### src/hdl/sps_pkg.sv
// Shared types and constants for the segment point sampler.
package sps_pkg;

  localparam int unsigned CoordW     = 31;
  localparam int unsigned SpacingW   = 30;
  localparam int unsigned MaxPointsD = 64;

  typedef enum logic {
    OP_SQRT,
    OP_DIV
  } sps_op_e;

  typedef struct packed {
    logic    start;
    sps_op_e op;
  } sps_cmd_t;

endpackage

### src/hdl/sps_iter.sv
// Shared shift-and-subtract unit: bitwise square root or restoring division.
module sps_iter import sps_pkg::*; (
  input  logic        clk_i,
  input  logic        rst_ni,
  input  sps_cmd_t    cmd_i,
  input  logic [63:0] num_i,
  input  logic [31:0] den_i,
  output logic        done_o,
  output logic [63:0] res_o
);

  logic        busy_q, done_q;
  sps_op_e     op_q;
  logic [5:0]  cnt_q;
  logic [63:0] acc_q, res_q;
  logic [33:0] rem_q;
  logic [31:0] den_q;

  logic [33:0] rem_sh, trial, rem_next;
  logic [34:0] diff;
  logic        ge;

  always_comb begin
    if (op_q == OP_SQRT) begin
      rem_sh = {rem_q[31:0], acc_q[63:62]};
      trial  = {res_q[31:0], 2'b01};
    end else begin
      rem_sh = {rem_q[32:0], acc_q[63]};
      trial  = {2'b00, den_q};
    end
    diff     = {1'b0, rem_sh} - {1'b0, trial};
    ge       = ~diff[34];
    rem_next = ge ? diff[33:0] : rem_sh;
  end

  always_ff @(posedge clk_i or negedge rst_ni) begin
    if (!rst_ni) begin
      busy_q <= 1'b0;
      done_q <= 1'b0;
      op_q   <= OP_SQRT;
      cnt_q  <= '0;
    end else begin
      done_q <= 1'b0;
      if (cmd_i.start) begin
        busy_q <= 1'b1;
        op_q   <= cmd_i.op;
        cnt_q  <= (cmd_i.op == OP_SQRT) ? 6'd31 : 6'd63;
      end else if (busy_q) begin
        if (cnt_q == 6'd0) begin
          busy_q <= 1'b0;
          done_q <= 1'b1;
        end else begin
          cnt_q <= cnt_q - 6'd1;
        end
      end
    end
  end

  always_ff @(posedge clk_i) begin
    if (cmd_i.start) begin
      acc_q <= num_i;
      rem_q <= '0;
      res_q <= '0;
      den_q <= den_i;
    end else if (busy_q) begin
      acc_q <= (op_q == OP_SQRT) ? {acc_q[61:0], 2'b00} : {acc_q[62:0], 1'b0};
      rem_q <= rem_next;
      res_q <= {res_q[62:0], ge};
    end
  end

  assign done_o = done_q;
  assign res_o  = res_q;

endmodule

### config.mk
export PLATFORM = sky130hd
export DESIGN_NAME = sps_iter
export DESIGN_NICKNAME = d
export VERILOG_FILES = /design/src/hdl/sps_pkg.sv /design/src/hdl/sps_iter.sv
export SDC_FILE = /design/constraint.sdc
export NUM_CORES = 1
export LEC_CHECK = 0
export ABC_CLOCK_PERIOD_IN_PS = 6050
export BUFFER_PORTS_ARGS = -buffer_cell sky130_fd_sc_hd__buf_2
export CORE_MARGIN = 8
export CORE_UTILIZATION = 64
export CTS_BUF_LIST = sky130_fd_sc_hd__clkbuf_8
export DETAILED_ROUTE_END_ITERATION = 8
export GPL_TIMING_DRIVEN = 1
export PLACE_DENSITY = 0.88
export RECOVER_POWER = 25
export REMOVE_ABC_BUFFERS = 1
export SKIP_CTS_REPAIR_TIMING = 1
export SLEW_MARGIN = 10
export SYNTH_ARGS = -nofsm -noshare
export SYNTH_HDL_FRONTEND = slang
export SYNTH_SLANG_ARGS = --single-unit
export TNS_END_PERCENT = 5
### constraint.sdc
create_clock -name clk_i -period 6.05 [get_ports clk_i]
set_input_delay 0.605 -clock clk_i [delete_from_list [all_inputs] [get_ports clk_i]]
set_output_delay 0.605 -clock clk_i [all_outputs]
set_load 0.03 [all_outputs]
==> metrics, run 1 <==
Post-DRT Antenna Nets=0; f_max=~220 MHz; area grow syn2layout=14.9%; sequential share of the synthesized area=0.476; startpoint types=flop; flip-flop and latch count after synthesis=202; RePlAce Congestion=0.934; Yosys cell types=56; clock share of power=0.250; setup tns final=0 ns; Longest Clk Path Bufs=3; drt initial violations=513; # clock sinks=202; total congestion overflow=0; switching pwr=1650 µW; post-synthesis adder-cell area fraction=0.0443; top-count cell post-synth=mux2i_1; Die H=145 µm; Die Width=145 µm; Max Transition Viols Final=roughly 260; initial antenna violation count=4; DRC viols=0; failing checks=max-capacitance violations, max-slew violations; kind of critical path=flop to flop; Initial Utilization=0.647; share of power burned in registers=0.364; Compound-Gate Fraction of Synth Area=0.119; Hold Crit Class=primary input to flop; Synth top area share=0.272; first-pass GRT wire length=39900 µm; via/cell ratio=5.77; WP data required=6.43 ns; final hold slack=0.267 ns; clk_lat worst skew=approximately 0.51 ns; # port buffers=about 160; largest net degree at the start of global routing=111; ys flop type=dfxtp_1; xor/xnor share of the synthesized area=0.0256; share of cells above drive strength 1=0.198; WP data arrival=5.01 ns; synthesized instance count=~1.0k; Tightest Pin Transition=2.33 ns; Power Internal=3050 µW; CTS Buf Count=34; Hold Path Stages=1; Hold Vio Cnt, Final=0; Gate power share=0.386; clock root cell=clkbuf_8; H-tree levels=2; Pleak=0.00577 µW; Overall Global Routing Usage=0.232; Finish-stage setup viols=0; Synth Warn #=0; Tcrit/Tclk final=0.766; Routed wire per std cell=around 17 µm; Switching Share=0.351; clock-pin slew on the worst setup and hold paths=0.06 ns; VDD IR max=182 µV; # IOs=165; outcome=finished, violations left; Net count, final=1323; Pre-antenna DRT Iters=5; PD cells=~390 nW/µm²; largest area contributor in the netlist=edfxtp_1; Synth async-reset ratio=0.0446; largest family of logic cells by synthesized area=multiplexers; CP Max Fanout=32; Post-synth top cells=167 x mux2i_1, 123 x nor2_1, 110 x nand2_1; Slew headroom=-0.555; Layout fillers=1171; Final Critical Period=4.64 ns; TritonCTS clock tree=yes; Post-synth EDFFs=96; vias in the first global route=8431; Core Rows=47; multiplexer share of the synthesized area=0.192; RSZ-0062 raised after global routing=no; Die ar.=21000 µm²; Worst R2R Path Depth=13; DP HPWL=16800 µm; routed via count=8259; cell area after synthesis=10600 µm²; Core Util, Final=0.743; Crit. End Element=flop; # Max-Cap Violations=3; Post-Route WL=~24000 µm; Core Footprint=about 16000 µm²; Simple-Gate Fraction of Synth Area=0.115; Synth area leaders=edfxtp_1 27%, dfxtp_1 18%, mux2i_1 16%; Fin Clk Skew=around 0.012 ns; Mean Syn Cell Area=10.2 µm²
[final cells by class]
cell class                 instances  area, µm²  share of cell area
sequential                       202       5060               0.415
inverter                          12       45.0             0.00369
multi-input combinational        762       5270               0.432
tap                              220        275              0.0226
clock buffer                      43        592              0.0485
timing repair buffer             174        876              0.0718
clock inverter                    18       76.3             0.00626
antenna                            1       2.50            0.000205
[registers in the layout, summed over array words and instances (netlist names)]
name / flops
rem_q: 33
op_q: 1
busy_q: 1
done_o: 1
cnt_q: 6
acc_q: 64
res_o: 64
den_q: 32
[placed cells by master (no fill, tap or decap), types with 33 or more instances in the layout]
cell	netlist	layout
ha_1	36	36
o21ai_0	85	85
dfxtp_1	97	97
mux2i_1	167	167
nand2_1	110	110
buf_2	3	140
a21oi_1	42	42
clkbuf_8	0	43
mux2_2	33	33
nor2_1	123	123
edfxtp_1	96	96
[worst max-delay path: stages (launching register included)]
cell and delay [ns]:
dfrtp_4 0.75, buf_4 0.40, mux2i_1 0.24, ha_1 0.29
nor2b_1 0.16, o31ai_1 0.33, a21oi_1 0.25, a31oi_2 0.36
o22a_2 0.27, o21ai_0 0.09, nor2_1 0.57, buf_4 0.37
nor3_1 0.10, a2111oi_2 0.30
[per-layer routing]
layer / GRT usage / share of wire / routed length (µm)
met5: 0 / 0.0013 / 32
met4: 0.0761 / 0.021 / 513
met3: 0.0722 / 0.082 / 1980
met2: 0.392 / 0.48 / 11600
met1: 0.276 / 0.42 / 10100
[cell families (layout without fill, tap and decap cells)]
group           count (synthesis)  after routing
buf+inv                        74            247
mux                           200            200
xor+xnor                       31             31
compound gates                202            202
fa+ha+maj                      37             37
flops                         202            202
simple gates                  292            292
other cells                     0              1
[final timing paths]
kind	from	endpoint	slack, ns
worst max-delay path	op_q	rem_q[12]	1.41
worst max register to register	op_q	rem_q[12]	1.41
min in group asynchronous	rst_ni	cnt_q[3]	0.58
worst min-delay path	den_i[21]	den_q[21]	0.27
max in group asynchronous	rst_ni	busy_q	5.10
worst min register to register	rem_q[32]	rem_q[32]	0.49
[through the flow]
step | power, µW | area (µm²) | std cells | setup slack (ns)
after floorplan | 3130 | 10400 | 976 | -1.36
after global placement | 3460 | 11600 | 1369 | 1.68
after detailed placement | 3520 | 11600 | 1369 | 1.50
after CTS | 4700 | 12200 | 1430 | 1.45
after global routing | 5000 | 12200 | 1432 | 1.08
final | 4700 | 12200 | 1432 | 1.41
[power by group through the flow]
stage | clock (µW) | combinational (µW) | sequential, µW
finish | 1180 | 1810 | 1710
global route | 1260 | 2010 | 1730
CTS | 1190 | 1800 | 1710
detailed placement | 0 | 1790 | 1740
global placement | 0 | 1730 | 1730
floorplan | 0 | 1400 | 1740
Power figures use the tool's default switching activity.
==> run 2, diff against run 1 <==
- ABC_CLOCK_PERIOD_IN_PS: 6050 -> 4800
- CORE_UTILIZATION: 64 -> 59
- PLACE_DENSITY: 0.88 -> 0.82
- clock period: 6.05 -> 4.8 ns (I/O delays scaled with it)
==> metrics, run 2 (same netlist as run 1, synthesis figures left out) <==
cell count after placement=1382 (+0.95%); Slew headroom=-0.838 (-0.283); Final Critical Period=4.32 ns (-0.319 ns); Net count, final=1328 (+0.38%); Longest Clk Path Bufs=3 (unchanged); largest net degree at the start of global routing=128 (+15%); Finish-stage setup viols=0 (unchanged); Pre-antenna DRT Iters=5 (unchanged); Core Util, Final=0.688 (-0.0553); initial antenna violation count=2 (-2); H-tree levels=2 (unchanged); Finished Cell Area=12300 µm² (+0.65%); met3 Track Usage GR=0.0673 (-0.00485); DP HPWL=16400 µm (-2.0%); failing checks=max-capacitance violations, max-slew violations; Tightest Pin Transition=2.76 ns (+0.424 ns); most common cell after layout, fill and taps aside=mux2i_1; Top Usage Layer GRT=met2; Die ar.=22500 µm² (+7.5%); CP Max Fanout=50 (+56%); Core Footprint=17800 µm² (+8.7%); slowest cell on the critical path=dfrtp_4; total congestion overflow=0 (unchanged); Core Rows=49 (+4.3%); area grow syn2layout=15.6%; GR Layer Usage met1=0.264 (-0.0125); Post-Route WL=23600 µm (-2.7%); # port buffers=164 (unchanged); Hold Path Stages=1 (unchanged); Worst R2R Path Depth=12 (-1); f_max=232 MHz (+7.4%); CTS Buf Count=35 (+2.9%); Layout fillers=1417 (+21%); VDD IR max=279 µV (+54%); WP data required=5.06 ns (-1.37 ns); clk_lat worst skew=0.53 ns (+0.02 ns); Die H=150 µm (+3.7%); routed via count=8126 (-1.6%); Tcrit/Tclk final=0.900 (+0.133); Max Transition Viols Final=56 (-78%); Fin Clk Skew=0.0234 ns (+0.0111 ns); startpoint types=flop; outcome=finished, violations left; Post-DRT Antenna Nets=0 (unchanged); pre-CTS setup slack=0.566 ns (-0.930 ns); WP data arrival=4.58 ns (-0.43 ns); met2 usage=0.339 (-0.0529); # IOs=165 (unchanged); most numerous cell on the critical path=mux2i_1; DRC viols=0 (unchanged); RSZ-0062 raised after global routing=no; # Max-Cap Violations=1 (-2); most frequent cells in the layout=167 x mux2i_1, 161 x buf_2, 123 x nor2_1, 110 x nand2_1, 97 x dfxtp_1; Overall Global Routing Usage=0.210 (-0.0228); Crit. End Element=flop; Hold Crit Class=primary input to flop; RePlAce Congestion=0.940 (+0.66%); # clock sinks=202 (unchanged); PD cells=485 nW/µm² (+26%); Final WS setup=0.482 ns (-0.931 ns); Critical Path Max Stage Delay=0.87 ns (+0.12 ns); TritonCTS clock tree=yes; share of cells above drive strength 1=0.219 (+0.0204); drt initial violations=394 (-23%); via/cell ratio=5.62 (-2.6%); clock root cell=clkbuf_8; first-pass GRT wire length=39100 µm (-1.9%); Die Width=150 µm (+3.7%); Hold Vio Cnt, Final=0 (unchanged); Initial Utilization=0.595 (-0.0520); Finished Layout Cells=1447 (+1.0%); crit path cell chain=mux2i_1 -> ha_1 -> fa_1 -> nor2b_1 -> o31ai_1 -> a21oi_1 -> a31oi_2 -> o22a_2 -> o211ai_4 -> buf_4 -> mux2i_1 -> a211oi_1; kind of critical path=flop to flop; Pleak=0.00589 µW (+2.0%); vias in the first global route=8229 (-2.4%); Routed wire per std cell=16.3 µm (-3.7%); dpl cell area=11600 µm² (+0.25%); clock-pin slew on the worst setup and hold paths=0.06 ns (about the same); Final Power=5960 µW (+27%)
==> run 2: layer usage <==
metal | wire [µm] | vias to the layer above | part of all wire
met4 | 410 | 4 | 0.017
met1 | 10300 | 3770 | 0.44
li1 | - | 4074 | -
met5 | 28 | - | 0.0012
met2 | 10900 | 243 | 0.46
met3 | 1980 | 35 | 0.084
==> run 2: path summary, 6_finish.rpt <==
path | end | slack, ns | start
max in group asynchronous | busy_q | 3.96 | rst_ni
hold reg to reg | rem_q[27] | 0.49 | rem_q[27]
setup / recovery | rem_q[30] | 0.48 | op_q
setup reg to reg | rem_q[30] | 0.48 | op_q
min in group asynchronous | cnt_q[5] | 0.45 | rst_ni
hold / removal | den_q[19] | 0.13 | den_i[19]
==> run 2: per-stage QoR <==
step	setup TNS [ns]	hold WS, ns
global route	0	0.112
floorplan	-125.14	0.184
global placement	0	0.337
finish	0	0.128
CTS	0	-0.203
detailed placement	0	0.348
==> run 2: where the power goes <==
| part | internal [µW] | switching, µW |
|---|---|---|
| clock network | 837 | 689 |
| logic | 1020 | 1250 |
| registers | 2020 | 138 |
==> run 2: area by class of cell <==
type                       count  area [µm²]  share of cell area
multi-input combinational    762        5270               0.430
sequential                   202        5060               0.412
timing repair buffer         178         922              0.0751
clock buffer                  41         564              0.0460
tap                          229         287              0.0233
clock inverter                22         125              0.0102
inverter                      12        45.0             0.00367
antenna                        1        2.50            0.000204
==> run 2: critical path: cells and delay by family (launching register included) <==
kind                     cells  cell delay, ns
AO/OA/AOI/OAI                6            1.55
adder cells (fa/ha/maj)      2            0.67
buffers and inverters        1            0.33
flip-flops                   1            0.87
multiplexers                 2            0.42
AND/OR/NAND/NOR              1            0.16
==> run 3, diff against run 2 <==
==> constraint.sdc (replaced) <==
create_clock -name clk_i -period 4.8 [get_ports clk_i]
set_input_delay 1.2 -clock clk_i [delete_from_list [all_inputs] [get_ports clk_i]]
set_output_delay 1.2 -clock clk_i [all_outputs]
set_load 0.03 [all_outputs]
==> metrics, run 3 (same netlist as run 1, synthesis figures left out) <==
outcome=finished, violations left; failing checks=max-capacitance violations, max-slew violations; Longest Clk Path Bufs=3 (unchanged); Fin Clk Skew=0.0181 ns (-0.00532 ns); FF/Latch Area=5060 µm² (unchanged); Max Transition Viols Final=54 (-3.6%); Die Width=150 µm (unchanged); via/cell ratio=5.59 (-0.50%); Finish-stage setup viols=0 (unchanged); area grow syn2layout=15.8%; vias in the first global route=7973 (-3.1%); RSZ-0062 raised after global routing=no; first-pass GRT wire length=38400 µm (-1.9%); Die ar.=22500 µm² (unchanged); Layout fillers=1393 (-1.7%); total congestion overflow=0 (unchanged); final hold slack=0.475 ns (+0.347 ns); share of cells above drive strength 1=0.215 (-0.00393); Hold Vio Cnt, Final=0 (unchanged); DRC viols=0 (unchanged); TritonCTS clock tree=yes; drt initial violations=439 (+11%); Slew headroom=-0.531 (+0.307); Post-Route WL=23600 µm (-0.12%); clock root cell=clkbuf_8; Routed wire per std cell=16.3 µm (about the same); WP data arrival=4.59 ns (about the same); startpoint types=flop; H-tree levels=2 (unchanged); Core Footprint=17800 µm² (unchanged); # Max-Cap Violations=1 (unchanged); most common cell after layout, fill and taps aside=mux2i_1; Multi-input gate area=5270 µm² (unchanged); kind of critical path=flop to flop; # port buffers=164 (unchanged); WP data required=5.15 ns (+0.09 ns); Pre-antenna DRT Iters=6 (+1); CP Max Fanout=46 (-8.0%); # clock sinks=202 (unchanged); Die H=150 µm (unchanged); Tightest Pin Transition=2.30 ns (-0.460 ns); Pleak=0.00591 µW (+0.32%); Core Util, Final=0.689 (+0.000841); Crit. End Element=flop; initial antenna violation count=2 (unchanged); CTS Buf Count=36 (+2.9%); Hold Crit Class=flop to flop; clk_lat worst skew=0.52 ns (about the same); Overall Global Routing Usage=0.205 (-0.00436); most frequent cells in the layout=167 x mux2i_1, 162 x buf_2, 123 x nor2_1, 110 x nand2_1, 97 x dfxtp_1; VDD IR max=258 µV (-7.6%); Initial Utilization=0.595 (unchanged); ANT cells=0 (-1); Net count, final=1326 (-0.15%); Tcrit/Tclk final=0.884 (-0.0158); clock-pin slew on the worst setup and hold paths=0.06 ns (about the same); DP HPWL=16200 µm (-1.2%); largest net degree at the start of global routing=199 (+55%); # IOs=165 (unchanged); Final Critical Period=4.24 ns (-0.0760 ns); Post-DRT Antenna Nets=0 (unchanged); f_max=236 MHz (+1.8%); RePlAce Congestion=0.876 (-6.9%); Core Rows=49 (unchanged); routed via count=8074 (-0.64%); PD cells=489 nW/µm² (+0.62%); Final Power=6000 µW (+0.74%)
-- run 3: metrics by stage --
step                instance area [µm²]  cells  setup TNS (ns)  setup slack [ns]
floorplan                         10400    976         -125.14             -2.61
global placement                  11600   1380               0             0.658
detailed placement                11600   1380               0             0.578
CTS                               12300   1445               0             0.567
global route                      12300   1445               0             0.188
finish                            12300   1445               0             0.558
-- run 3: power by group --
group / switching, µW / internal (µW)
clock: 692 / 888
sequential: 137 / 2020
combinational: 1240 / 1020
total: 2070 / 3930
-- run 3: final timing paths --
path	start	to	slack (ns)	depth (start not counted)
worst max-delay path	op_q	rem_q[30]	0.56	12
worst min-delay path	rem_q[32]	rem_q[32]	0.48	2
worst max register to register	op_q	rem_q[30]	0.56	12
worst min register to register	rem_q[32]	rem_q[32]	0.48	2
max in group asynchronous	rst_ni	op_q	3.80	1
min in group asynchronous	rst_ni	cnt_q[1]	0.63	1
-- run 3: metal layers --
metal	global-route usage	share of wire	vias up
met3	0.0739	0.084	39
met2	0.329	0.46	213
li1	-	-	4068
met1	0.259	0.44	3750
met4	0.0515	0.014	4
met5	0	0.00098	-
-- run 3: critical path, cell delays in order, from the launching register on --
cell and delay, ns:
dfrtp_4 0.84, mux2i_1 0.21, ha_1 0.26, fa_1 0.41, nor2b_1 0.19, o31ai_1 0.13, a21oi_1 0.39, a31oi_2 0.24
o22a_2 0.30, o211ai_4 0.41, buf_4 0.34, mux2i_1 0.21, a211oi_1 0.09
-- run 3: area by class of cell --
class / instances / share of cell area
Sequential cell: 202 / 0.411
Tap cell: 229 / 0.0233
Multi-Input combinational cell: 762 / 0.429
Clock inverter: 24 / 0.0123
Clock buffer: 41 / 0.0459
Timing Repair Buffer: 175 / 0.0743
Inverter: 12 / 0.00366
